===== config.mk =====
export PLATFORM = sky130hd
export DESIGN_NAME = first_fit_segment_allocator_top
export DESIGN_NICKNAME = d
export VERILOG_FILES = /design/src/design/ffsa_pkg.sv /design/src/design/first_fit_segment_allocator_top.sv /design/src/design/ffsa_seg_ram.sv /design/src/design/ffsa_ctrl.sv
export SDC_FILE = /design/constraint.sdc
export NUM_CORES = 1
export LEC_CHECK = 0
export ABC_AREA = 1
export BUFFER_PORTS_ARGS = -buffer_cell sky130_fd_sc_hd__buf_2
export CORE_UTILIZATION = 52
export CTS_BUF_LIST = sky130_fd_sc_hd__clkbuf_16
export CTS_CLUSTER_DIAMETER = 200
export CTS_CLUSTER_SIZE = 24
export DETAILED_ROUTE_END_ITERATION = 7
export HOLD_SLACK_MARGIN = 0.15
export PLACE_DENSITY = 0.8
export SKIP_LAST_GASP = 1
export SLEW_MARGIN = 30
export SYNTH_ARGS = -nofsm -noshare
export SYNTH_HDL_FRONTEND = slang
export SYNTH_HIERARCHICAL = 1
export SYNTH_SLANG_ARGS = --single-unit

===== constraint.sdc =====
create_clock -name clk -period 4.2 [get_ports clk]
set_input_delay 0 -clock clk [delete_from_list [all_inputs] [get_ports clk]]
set_output_delay 0 -clock clk [all_outputs]
set_load 0.02 [all_outputs]

===== src/design/ffsa_pkg.sv =====
package ffsa_pkg;

  localparam int MAX_SEGMENTS = 16;
  localparam int ADDR_BITS    = 16;
  localparam int IDX_W        = $clog2(MAX_SEGMENTS);
  localparam int CNT_W        = $clog2(MAX_SEGMENTS + 1);
  localparam int SIZE_W       = 17;
  localparam int OFF_W        = 16;

  localparam logic [SIZE_W-1:0] POOL_RESET = SIZE_W'(1024);
  localparam logic [SIZE_W-1:0] POOL_LIMIT =
    (ADDR_BITS >= 16) ? SIZE_W'(65536) : SIZE_W'(1 << ADDR_BITS);

  typedef enum logic [1:0] {
    CMD_ALLOC = 2'd0,
    CMD_FREE  = 2'd1,
    CMD_MERGE = 2'd2,
    CMD_SPLIT = 2'd3
  } cmd_t;

  typedef enum logic [2:0] {
    ST_DONE    = 3'd0,
    ST_NOFIT   = 3'd1,
    ST_NOSEG   = 3'd2,
    ST_FULL    = 3'd3,
    ST_NOTHING = 3'd4
  } status_t;

  typedef struct packed {
    logic              used;
    logic [SIZE_W-1:0] size;
  } seg_t;

  typedef struct packed {
    logic             we;
    logic [IDX_W-1:0] waddr;
    seg_t             wdata;
    logic [IDX_W-1:0] raddr;
  } mem_req_t;

endpackage


===== src/design/first_fit_segment_allocator_top.sv =====
// First-fit segment allocator. A command transfers at a rising edge with start high and
// busy low; its one result appears on the out_ ports for a single cycle with out_valid
// high and must be taken then, since the block cannot be held off. The segment table
// sits in a single memory read one entry per cycle. A command scans the entries in order
// up to and including the match, then passes a decision state; an alloc or split that
// cuts a segment then moves the entries behind it up one place and writes the remainder,
// and a free or merge that joins two moves the entries behind it down one place, before
// the result is put out. A miss puts out its result right after the scan. An alloc of
// zero size is answered without a scan and without raising busy. After reset and after
// each cfg_wdata write the table is rebuilt while busy is high.
module first_fit_segment_allocator_top
  import ffsa_pkg::*;
(
  input  logic              clk,
  input  logic              rst_n,
  input  logic              start,
  output logic              busy,
  input  logic [1:0]        in_command,
  input  logic [OFF_W-1:0]  in_target_offset,
  input  logic [SIZE_W-1:0] in_request_size,
  output logic              out_valid,
  output logic [2:0]        out_status,
  output logic [OFF_W-1:0]  out_seg_offset,
  output logic [SIZE_W-1:0] out_seg_size,
  input  logic              cfg_we,
  input  logic [SIZE_W-1:0] cfg_wdata
);

  logic [SIZE_W-1:0] pool_r;
  mem_req_t          mreq;
  seg_t              rdata;

  always_ff @(posedge clk) begin
    if (!rst_n) begin
      pool_r <= POOL_RESET;
    end else if (cfg_we) begin
      if (cfg_wdata == '0) begin
        pool_r <= SIZE_W'(1);
      end else if (cfg_wdata > POOL_LIMIT) begin
        pool_r <= POOL_LIMIT;
      end else begin
        pool_r <= cfg_wdata;
      end
    end
  end

  ffsa_seg_ram u_ram (
    .clk   (clk),
    .req   (mreq),
    .rdata (rdata)
  );

  ffsa_ctrl u_ctrl (
    .clk              (clk),
    .rst_n            (rst_n),
    .start            (start),
    .in_command       (in_command),
    .in_target_offset (in_target_offset),
    .in_request_size  (in_request_size),
    .reinit           (cfg_we),
    .pool_size        (pool_r),
    .rdata            (rdata),
    .mreq             (mreq),
    .busy             (busy),
    .out_valid        (out_valid),
    .out_status       (out_status),
    .out_seg_offset   (out_seg_offset),
    .out_seg_size     (out_seg_size)
  );

  a_start_busy: assert property (@(posedge clk) disable iff (!rst_n)
    start && !busy && !(in_command == CMD_ALLOC && in_request_size == '0) |=> busy)
    else $error("accepted command did not raise busy");

  a_result_idle: assert property (@(posedge clk) disable iff (!rst_n)
    out_valid |-> !busy)
    else $error("result strobed while still busy");

  a_nofit_zero: assert property (@(posedge clk) disable iff (!rst_n)
    out_valid && out_status == ST_NOFIT |-> out_seg_offset == '0 && out_seg_size == '0)
    else $error("no-fit result carries a segment");

  a_cfg_reinit: assert property (@(posedge clk) disable iff (!rst_n)
    cfg_we |=> busy)
    else $error("table rebuild did not hold off commands");

endmodule


===== src/design/ffsa_seg_ram.sv =====
module ffsa_seg_ram
  import ffsa_pkg::*;
(
  input  logic     clk,
  input  mem_req_t req,
  output seg_t     rdata
);

  seg_t mem [MAX_SEGMENTS];
  seg_t rdata_r;

  always_ff @(posedge clk) begin
    if (req.we) begin
      mem[req.waddr] <= req.wdata;
    end
    rdata_r <= mem[req.raddr];
  end

  assign rdata = rdata_r;

endmodule


===== src/design/ffsa_ctrl.sv =====
module ffsa_ctrl
  import ffsa_pkg::*;
(
  input  logic              clk,
  input  logic              rst_n,
  input  logic              start,
  input  logic [1:0]        in_command,
  input  logic [OFF_W-1:0]  in_target_offset,
  input  logic [SIZE_W-1:0] in_request_size,
  input  logic              reinit,
  input  logic [SIZE_W-1:0] pool_size,
  input  seg_t              rdata,
  output mem_req_t          mreq,
  output logic              busy,
  output logic              out_valid,
  output logic [2:0]        out_status,
  output logic [OFF_W-1:0]  out_seg_offset,
  output logic [SIZE_W-1:0] out_seg_size
);

  typedef enum logic [2:0] {
    S_INIT,
    S_IDLE,
    S_SCAN,
    S_DECIDE,
    S_SHIFT,
    S_FIN
  } state_t;

  state_t             state_r;
  logic [CNT_W-1:0]   count_r;
  logic [IDX_W-1:0]   idx_r;
  logic [SIZE_W-1:0]  acc_r;
  cmd_t               cmd_r;
  logic [OFF_W-1:0]   target_r;
  logic [SIZE_W-1:0]  req_r;
  logic [SIZE_W-1:0]  fsize_r;
  logic               fuse_r;
  logic [SIZE_W-1:0]  new_size_r;
  logic               shift_up_r;
  logic [IDX_W-1:0]   src_r;
  logic [CNT_W-1:0]   left_r;
  logic               wv_r;
  logic [IDX_W-1:0]   wa_r;
  logic               out_valid_r;
  status_t            out_status_r;
  logic [OFF_W-1:0]   out_off_r;
  logic [SIZE_W-1:0]  out_size_r;

  logic               hit;
  logic               last;
  logic               has_next;
  logic               full;
  logic [SIZE_W-1:0]  sum;
  logic               dec_we;
  seg_t               dec_wdata;
  status_t            dec_status;
  logic [OFF_W-1:0]   dec_off;
  logic [SIZE_W-1:0]  dec_size;
  logic               dec_insert;
  logic               dec_absorb;

  assign last     = ({1'b0, idx_r} + CNT_W'(1)) == count_r;
  assign hit      = (cmd_r == CMD_ALLOC) ? (!rdata.used && rdata.size >= req_r)
                                         : (acc_r == {1'b0, target_r});
  assign has_next = ({1'b0, idx_r} + CNT_W'(1)) < count_r;
  assign full     = count_r >= CNT_W'(MAX_SEGMENTS);
  assign sum      = fsize_r + rdata.size;

  always_comb begin
    dec_we     = 1'b0;
    dec_wdata  = '{used: 1'b0, size: fsize_r};
    dec_status = ST_DONE;
    dec_off    = target_r;
    dec_size   = fsize_r;
    dec_insert = 1'b0;
    dec_absorb = 1'b0;
    case (cmd_r)
      CMD_ALLOC: begin
        dec_off = acc_r[OFF_W-1:0];
        if (fsize_r > req_r) begin
          if (full) begin
            dec_status = ST_FULL;
          end else begin
            dec_we     = 1'b1;
            dec_wdata  = '{used: 1'b1, size: req_r};
            dec_size   = req_r;
            dec_insert = 1'b1;
          end
        end else begin
          dec_we    = 1'b1;
          dec_wdata = '{used: 1'b1, size: fsize_r};
        end
      end
      CMD_FREE: begin
        dec_we     = 1'b1;
        dec_absorb = has_next && !rdata.used;
        if (dec_absorb) begin
          dec_wdata = '{used: 1'b0, size: sum};
          dec_size  = sum;
        end
      end
      CMD_MERGE: begin
        if (!fuse_r && has_next && !rdata.used) begin
          dec_we     = 1'b1;
          dec_absorb = 1'b1;
          dec_wdata  = '{used: 1'b0, size: sum};
          dec_size   = sum;
        end else begin
          dec_status = ST_NOTHING;
        end
      end
      CMD_SPLIT: begin
        if (req_r == '0) begin
          dec_status = ST_NOTHING;
          dec_off    = '0;
          dec_size   = '0;
        end else if (fsize_r <= req_r) begin
          dec_status = ST_NOTHING;
        end else if (full) begin
          dec_status = ST_FULL;
        end else begin
          dec_we     = 1'b1;
          dec_wdata  = '{used: fuse_r, size: req_r};
          dec_size   = req_r;
          dec_insert = 1'b1;
        end
      end
      default: begin
        dec_status = ST_NOTHING;
      end
    endcase
  end

  always_comb begin
    mreq.we    = 1'b0;
    mreq.waddr = idx_r;
    mreq.wdata = dec_wdata;
    mreq.raddr = '0;
    case (state_r)
      S_INIT: begin
        mreq.we    = 1'b1;
        mreq.waddr = '0;
        mreq.wdata = '{used: 1'b0, size: pool_size};
      end
      S_SCAN: begin
        mreq.raddr = idx_r + IDX_W'(1);
      end
      S_DECIDE: begin
        mreq.we = dec_we;
      end
      S_SHIFT: begin
        mreq.raddr = src_r;
        mreq.we    = wv_r;
        mreq.waddr = wa_r;
        mreq.wdata = rdata;
      end
      S_FIN: begin
        mreq.we    = 1'b1;
        mreq.waddr = idx_r + IDX_W'(1);
        mreq.wdata = '{used: 1'b0, size: new_size_r};
      end
      default: begin
        mreq.we = 1'b0;
      end
    endcase
  end

  always_ff @(posedge clk) begin
    if (!rst_n) begin
      state_r     <= S_INIT;
      count_r     <= CNT_W'(1);
      wv_r        <= 1'b0;
      out_valid_r <= 1'b0;
    end else begin
      out_valid_r <= 1'b0;
      case (state_r)
        S_INIT: begin
          count_r <= CNT_W'(1);
          state_r <= S_IDLE;
        end
        S_IDLE: begin
          if (start) begin
            cmd_r    <= cmd_t'(in_command);
            target_r <= in_target_offset;
            req_r    <= in_request_size;
            idx_r    <= '0;
            acc_r    <= '0;
            if (cmd_t'(in_command) == CMD_ALLOC && in_request_size == '0) begin
              out_valid_r  <= 1'b1;
              out_status_r <= ST_NOTHING;
              out_off_r    <= '0;
              out_size_r   <= '0;
            end else begin
              state_r <= S_SCAN;
            end
          end
        end
        S_SCAN: begin
          if (hit) begin
            fsize_r <= rdata.size;
            fuse_r  <= rdata.used;
            state_r <= S_DECIDE;
          end else if (last) begin
            out_valid_r <= 1'b1;
            out_size_r  <= '0;
            if (cmd_r == CMD_ALLOC) begin
              out_status_r <= ST_NOFIT;
              out_off_r    <= '0;
            end else begin
              out_status_r <= ST_NOSEG;
              out_off_r    <= target_r;
            end
            state_r <= S_IDLE;
          end else begin
            idx_r <= idx_r + IDX_W'(1);
            acc_r <= acc_r + rdata.size;
          end
        end
        S_DECIDE: begin
          out_status_r <= dec_status;
          out_off_r    <= dec_off;
          out_size_r   <= dec_size;
          new_size_r   <= fsize_r - req_r;
          wv_r         <= 1'b0;
          if (dec_insert) begin
            count_r    <= count_r + CNT_W'(1);
            shift_up_r <= 1'b1;
            src_r      <= IDX_W'(count_r - CNT_W'(1));
            left_r     <= count_r - CNT_W'(1) - {1'b0, idx_r};
            state_r    <= S_SHIFT;
          end else if (dec_absorb) begin
            count_r    <= count_r - CNT_W'(1);
            shift_up_r <= 1'b0;
            src_r      <= idx_r + IDX_W'(2);
            left_r     <= count_r - CNT_W'(2) - {1'b0, idx_r};
            state_r    <= S_SHIFT;
          end else begin
            out_valid_r <= 1'b1;
            state_r     <= S_IDLE;
          end
        end
        S_SHIFT: begin
          if (left_r != '0) begin
            wv_r   <= 1'b1;
            wa_r   <= shift_up_r ? src_r + IDX_W'(1) : src_r - IDX_W'(1);
            src_r  <= shift_up_r ? src_r - IDX_W'(1) : src_r + IDX_W'(1);
            left_r <= left_r - CNT_W'(1);
          end else begin
            wv_r <= 1'b0;
            if (shift_up_r) begin
              state_r <= S_FIN;
            end else begin
              out_valid_r <= 1'b1;
              state_r     <= S_IDLE;
            end
          end
        end
        S_FIN: begin
          out_valid_r <= 1'b1;
          state_r     <= S_IDLE;
        end
        default: begin
          state_r <= S_INIT;
        end
      endcase
      if (reinit) begin
        state_r <= S_INIT;
      end
    end
  end

  assign busy           = state_r != S_IDLE;
  assign out_valid      = out_valid_r;
  assign out_status     = out_status_r;
  assign out_seg_offset = out_off_r;
  assign out_seg_size   = out_size_r;

endmodule


==> out/results.ini <==
[grt]
track_usage = 0.288
antenna_found_initial = 1
overflow = 0
grt_first_pass_wirelength_um = 110000
grt_pass1_vias = 19700
grt_max_degree = 145

[timing]
setup_slack_ps = 463
max_freq_mhz = 268
drv_slew = 0
finalClockSkew_ps = 50.0
fin_tns_setup_ps = 0
tightest_slew_ps = 927
fin_crit_ps = 3740
final-setup-viol-count = 0
slew_headroom = 0.380
rsz0062_at_grt = false
timing_hold_violations_final = 0
period_share = 0.890

[clocking]
cts_setup_buffers = 0
path_clk_slew_ps = 100
htree_levels = 1
clock_path_buffers = 3
clockRootBuffer = clkbuf_16
numCtsBuffers = 23
clock-sinks = 474
clkLatencyLatePin_ps = 620
cts_tree = done
cts_resized = 0
hold_buffers = 103

[worst_hold_path]
min_path_type = input port to flip-flop
hold_depth = 2
min_from = in_request_size[6]
whs_endpoint = u_ctrl/req_r[6]

[synthesis]
syn_area_per_cell_um2 = 9.00
synth_area_um2 = 25000
synth_edf_count = 429
async_reset_ff_frac = 0
ys_types = 57
ys_seq_area_frac = 0.552
synthCells = 2772
yosysWarnings = 6
syn_nets = 2926
synthFlopType = edfxtp_1
ys_seq_elements = 474

[die]
dieArea_um2 = 48900
die_x_um = 221
core_area_um2 = 47000
std_cell_rows = 79
start_util = 0.532
boundaryPins = 94
chipHeight_um = 221

[finish]
area_delta_synth_final_pct = 12.0
regArea_um2 = 13800
fin_area_um2 = 27900
nets = 3114
drive_gt1_frac = 0.0860
fillerInstances = 3754
multi_input_area_um2 = 9080

[pwr]
p_clk_frac = 0.256
p_total_mw = 9.77
switching_share = 0.287
power_frac_comb = 0.176
p_leak_nw = 12.2
ir_drop_uv = 261
switching_power_mw = 2.81
power_frac_seq = 0.567
internal_power_mw = 6.96
power_density_nw_per_um2 = 350

[worst_setup_path]
cp-end-kind = flip-flop
r2r-start = u_ctrl/idx_r[0]
cp.required_ps = 4470
crit_buf_inv = 2
r2r-end = u_ram/mem[14][12]
reg2regPathDepth = 17
critical_path_arrival_ps = 4000
cp-start-kind = flip-flop
regToRegSetupSlack_ps = 460
slowest_delay_ps = 650
path_common_cell = nand2_1
path_max_fanout = 18
crit_chain = ha_1 -> xor2_1 -> ha_1 -> nand2_1 -> inv_1 -> o21bai_1 -> nand3_2 -> nor2_1 -> nand2_1 -> nand2_1 -> o21ai_0 -> nand2_1 -> nand2_1 -> nand2_1 -> nand3_1 -> nor2_2 -> buf_4
slowest_stage = edfxtp_1
path_class = flip-flop to flip-flop
cp_top_family = simple AND/OR/NAND/NOR gates

[route]
dr.first_iter.drc_count = 2746
ant_nets = 0
drc = 0
firstDrtPassIters = 7
vias = 20400
via_per_inst = 5.70
post_drt_wl_per_cell_um = 19.9
routed_wl_um = 71300

[placed_design]
placed_area_um2 = 26200
place_congestion = 1.03
dp_hpwl_um = 49000
pre_cts_ws_ps = 576
io_buffers = 93

[run]
max_cap_viol_count = 0

[outcome]
status = finished, final reports clean

==> flip-flops by register name, summed over array words and instances, names as in the netlist, 16 cells and up <==
| signal | cells |
|---|---|
| u_ram/mem | 288 |
| u_ram/rdata | 18 |
| pool_r | 17 |
| u_ctrl/acc_r | 17 |
| u_ctrl/fsize_r | 17 |
| u_ctrl/new_size_r | 17 |
| u_ctrl/out_seg_size | 17 |
| u_ctrl/req_r | 17 |
| u_ctrl/out_seg_offset | 16 |
| u_ctrl/target_r | 16 |
==> cell families after synthesis <==
family	synth area share
AND/OR/NAND/NOR	0.229
buffers and inverters	0.0878
flip-flops	0.552
AO/OA/AOI/OAI	0.0633
adder cells (fa/ha/maj)	0.0506
XOR/XNOR	0.0161
multiplexers	0.000902
==> cells in the final DEF (no fill, tap or decap), drive strengths merged, types with 3 or more instances in the layout <==
cell type	count
nand2	799
inv	460
edfxtp	429
nand3	338
buf	154
nor2	144
a21oi	131
dlygate4sd3	103
ha	93
o21ai	74
dfxtp	45
o22ai	30
xnor2	26
clkbuf	23
xor2	20
nand4	17
nor3	10
nand3b	9
o21a	6
a31oi	5
nor4	5
a22oi	5
fa	5
clkinv	5
a211oi	4
o31ai	4
or2	4
a21boi	4
o21bai	3
o2111ai	3
or4	3
==> stage by stage <==
step	hold slack, ps	utilization	instances
final	179	0.595	3586
after global routing	174	0.595	3585
after CTS	165	0.595	3584
after detailed placement	178	0.559	3439
after global placement	177	0.559	3439
after floorplan	98.9	-	2772
==> final cells by class <==
class,instances,share of cell area
clock inverters,19,0.00331
well taps,607,0.0272
diodes,2,0.000179
clock buffers,23,0.0206
inverters,446,0.0600
repair buffers,257,0.0704
multi-input cells,1758,0.325
flip-flops and latches,474,0.493
==> per-layer routing <==
| metal | part of all wire | global-route usage | vias to the layer above | wire length, um |
|---|---|---|---|---|
| met5 | 0 | 0 | - | 0 |
| met1 | 0.40 | 0.388 | 9529 | 28200 |
| met3 | 0.099 | 0.0385 | 201 | 7080 |
| li1 | - | - | 9497 | - |
| met4 | 0.047 | 0.129 | 0 | 3360 |
| met2 | 0.46 | 0.466 | 1206 | 32700 |
==> synth_stat cells, types with 4 or more instances <==
cell type / n / share of area
buf_6: 14 / 0.0063
o21ai_0: 61 / 0.012
nand3b_1: 9 / 0.0027
nand2_2: 7 / 0.0018
nor2_2: 7 / 0.0018
xor2_1: 20 / 0.0070
a211oi_1: 4 / 0.0012
nand3_1: 328 / 0.066
ha_1: 93 / 0.047
inv_1: 434 / 0.065
edfxtp_1: 429 / 0.52
nand3_2: 10 / 0.0040
fa_1: 5 / 0.0040
a21oi_2: 5 / 0.0018
or2_2: 4 / 0.0010
o31ai_1: 4 / 0.0012
inv_2: 7 / 0.0011
nand4_1: 17 / 0.0043
o22ai_1: 30 / 0.0075
nor2_1: 136 / 0.020
clkinv_1: 4 / 0.00060
buf_1: 9 / 0.0014
clkbuf_1: 29 / 0.0044
buf_2: 40 / 0.0080
nor4_1: 5 / 0.0013
a31oi_1: 5 / 0.0013
dfxtp_1: 45 / 0.036
o21a_1: 6 / 0.0018
a22oi_1: 5 / 0.0015
a21oi_1: 125 / 0.025
o21ai_1: 12 / 0.0024
nor3_1: 8 / 0.0016
xnor2_1: 26 / 0.0091
nand2_1: 789 / 0.12
==> power by group through the flow <==
stage                     registers [mW]  logic, mW  clock network, mW
after global routing                5.55       1.89               2.67
after global placement              5.64       1.55                  0
final                               5.54       1.72               2.50
after CTS                           5.54       1.67               2.53
after floorplan                     5.57       1.06                  0
after detailed placement            5.65       1.59                  0
==> worst max path at each step <==
stage | startpoint | to | cells past startpoint
floorplan | u_ctrl/state_r[0] | u_ctrl/cmd_r[0] | 6
global placement | u_ctrl/idx_r[0] | u_ram/mem[14][0] | 17
detailed placement | u_ctrl/idx_r[0] | u_ram/mem[14][0] | 17
CTS | u_ctrl/idx_r[0] | u_ram/mem[14][12] | 17
global route | u_ctrl/idx_r[0] | u_ram/mem[14][12] | 17
finish | u_ctrl/idx_r[0] | u_ram/mem[14][12] | 17
No activity file was read; power rests on OpenSTA's default activity.
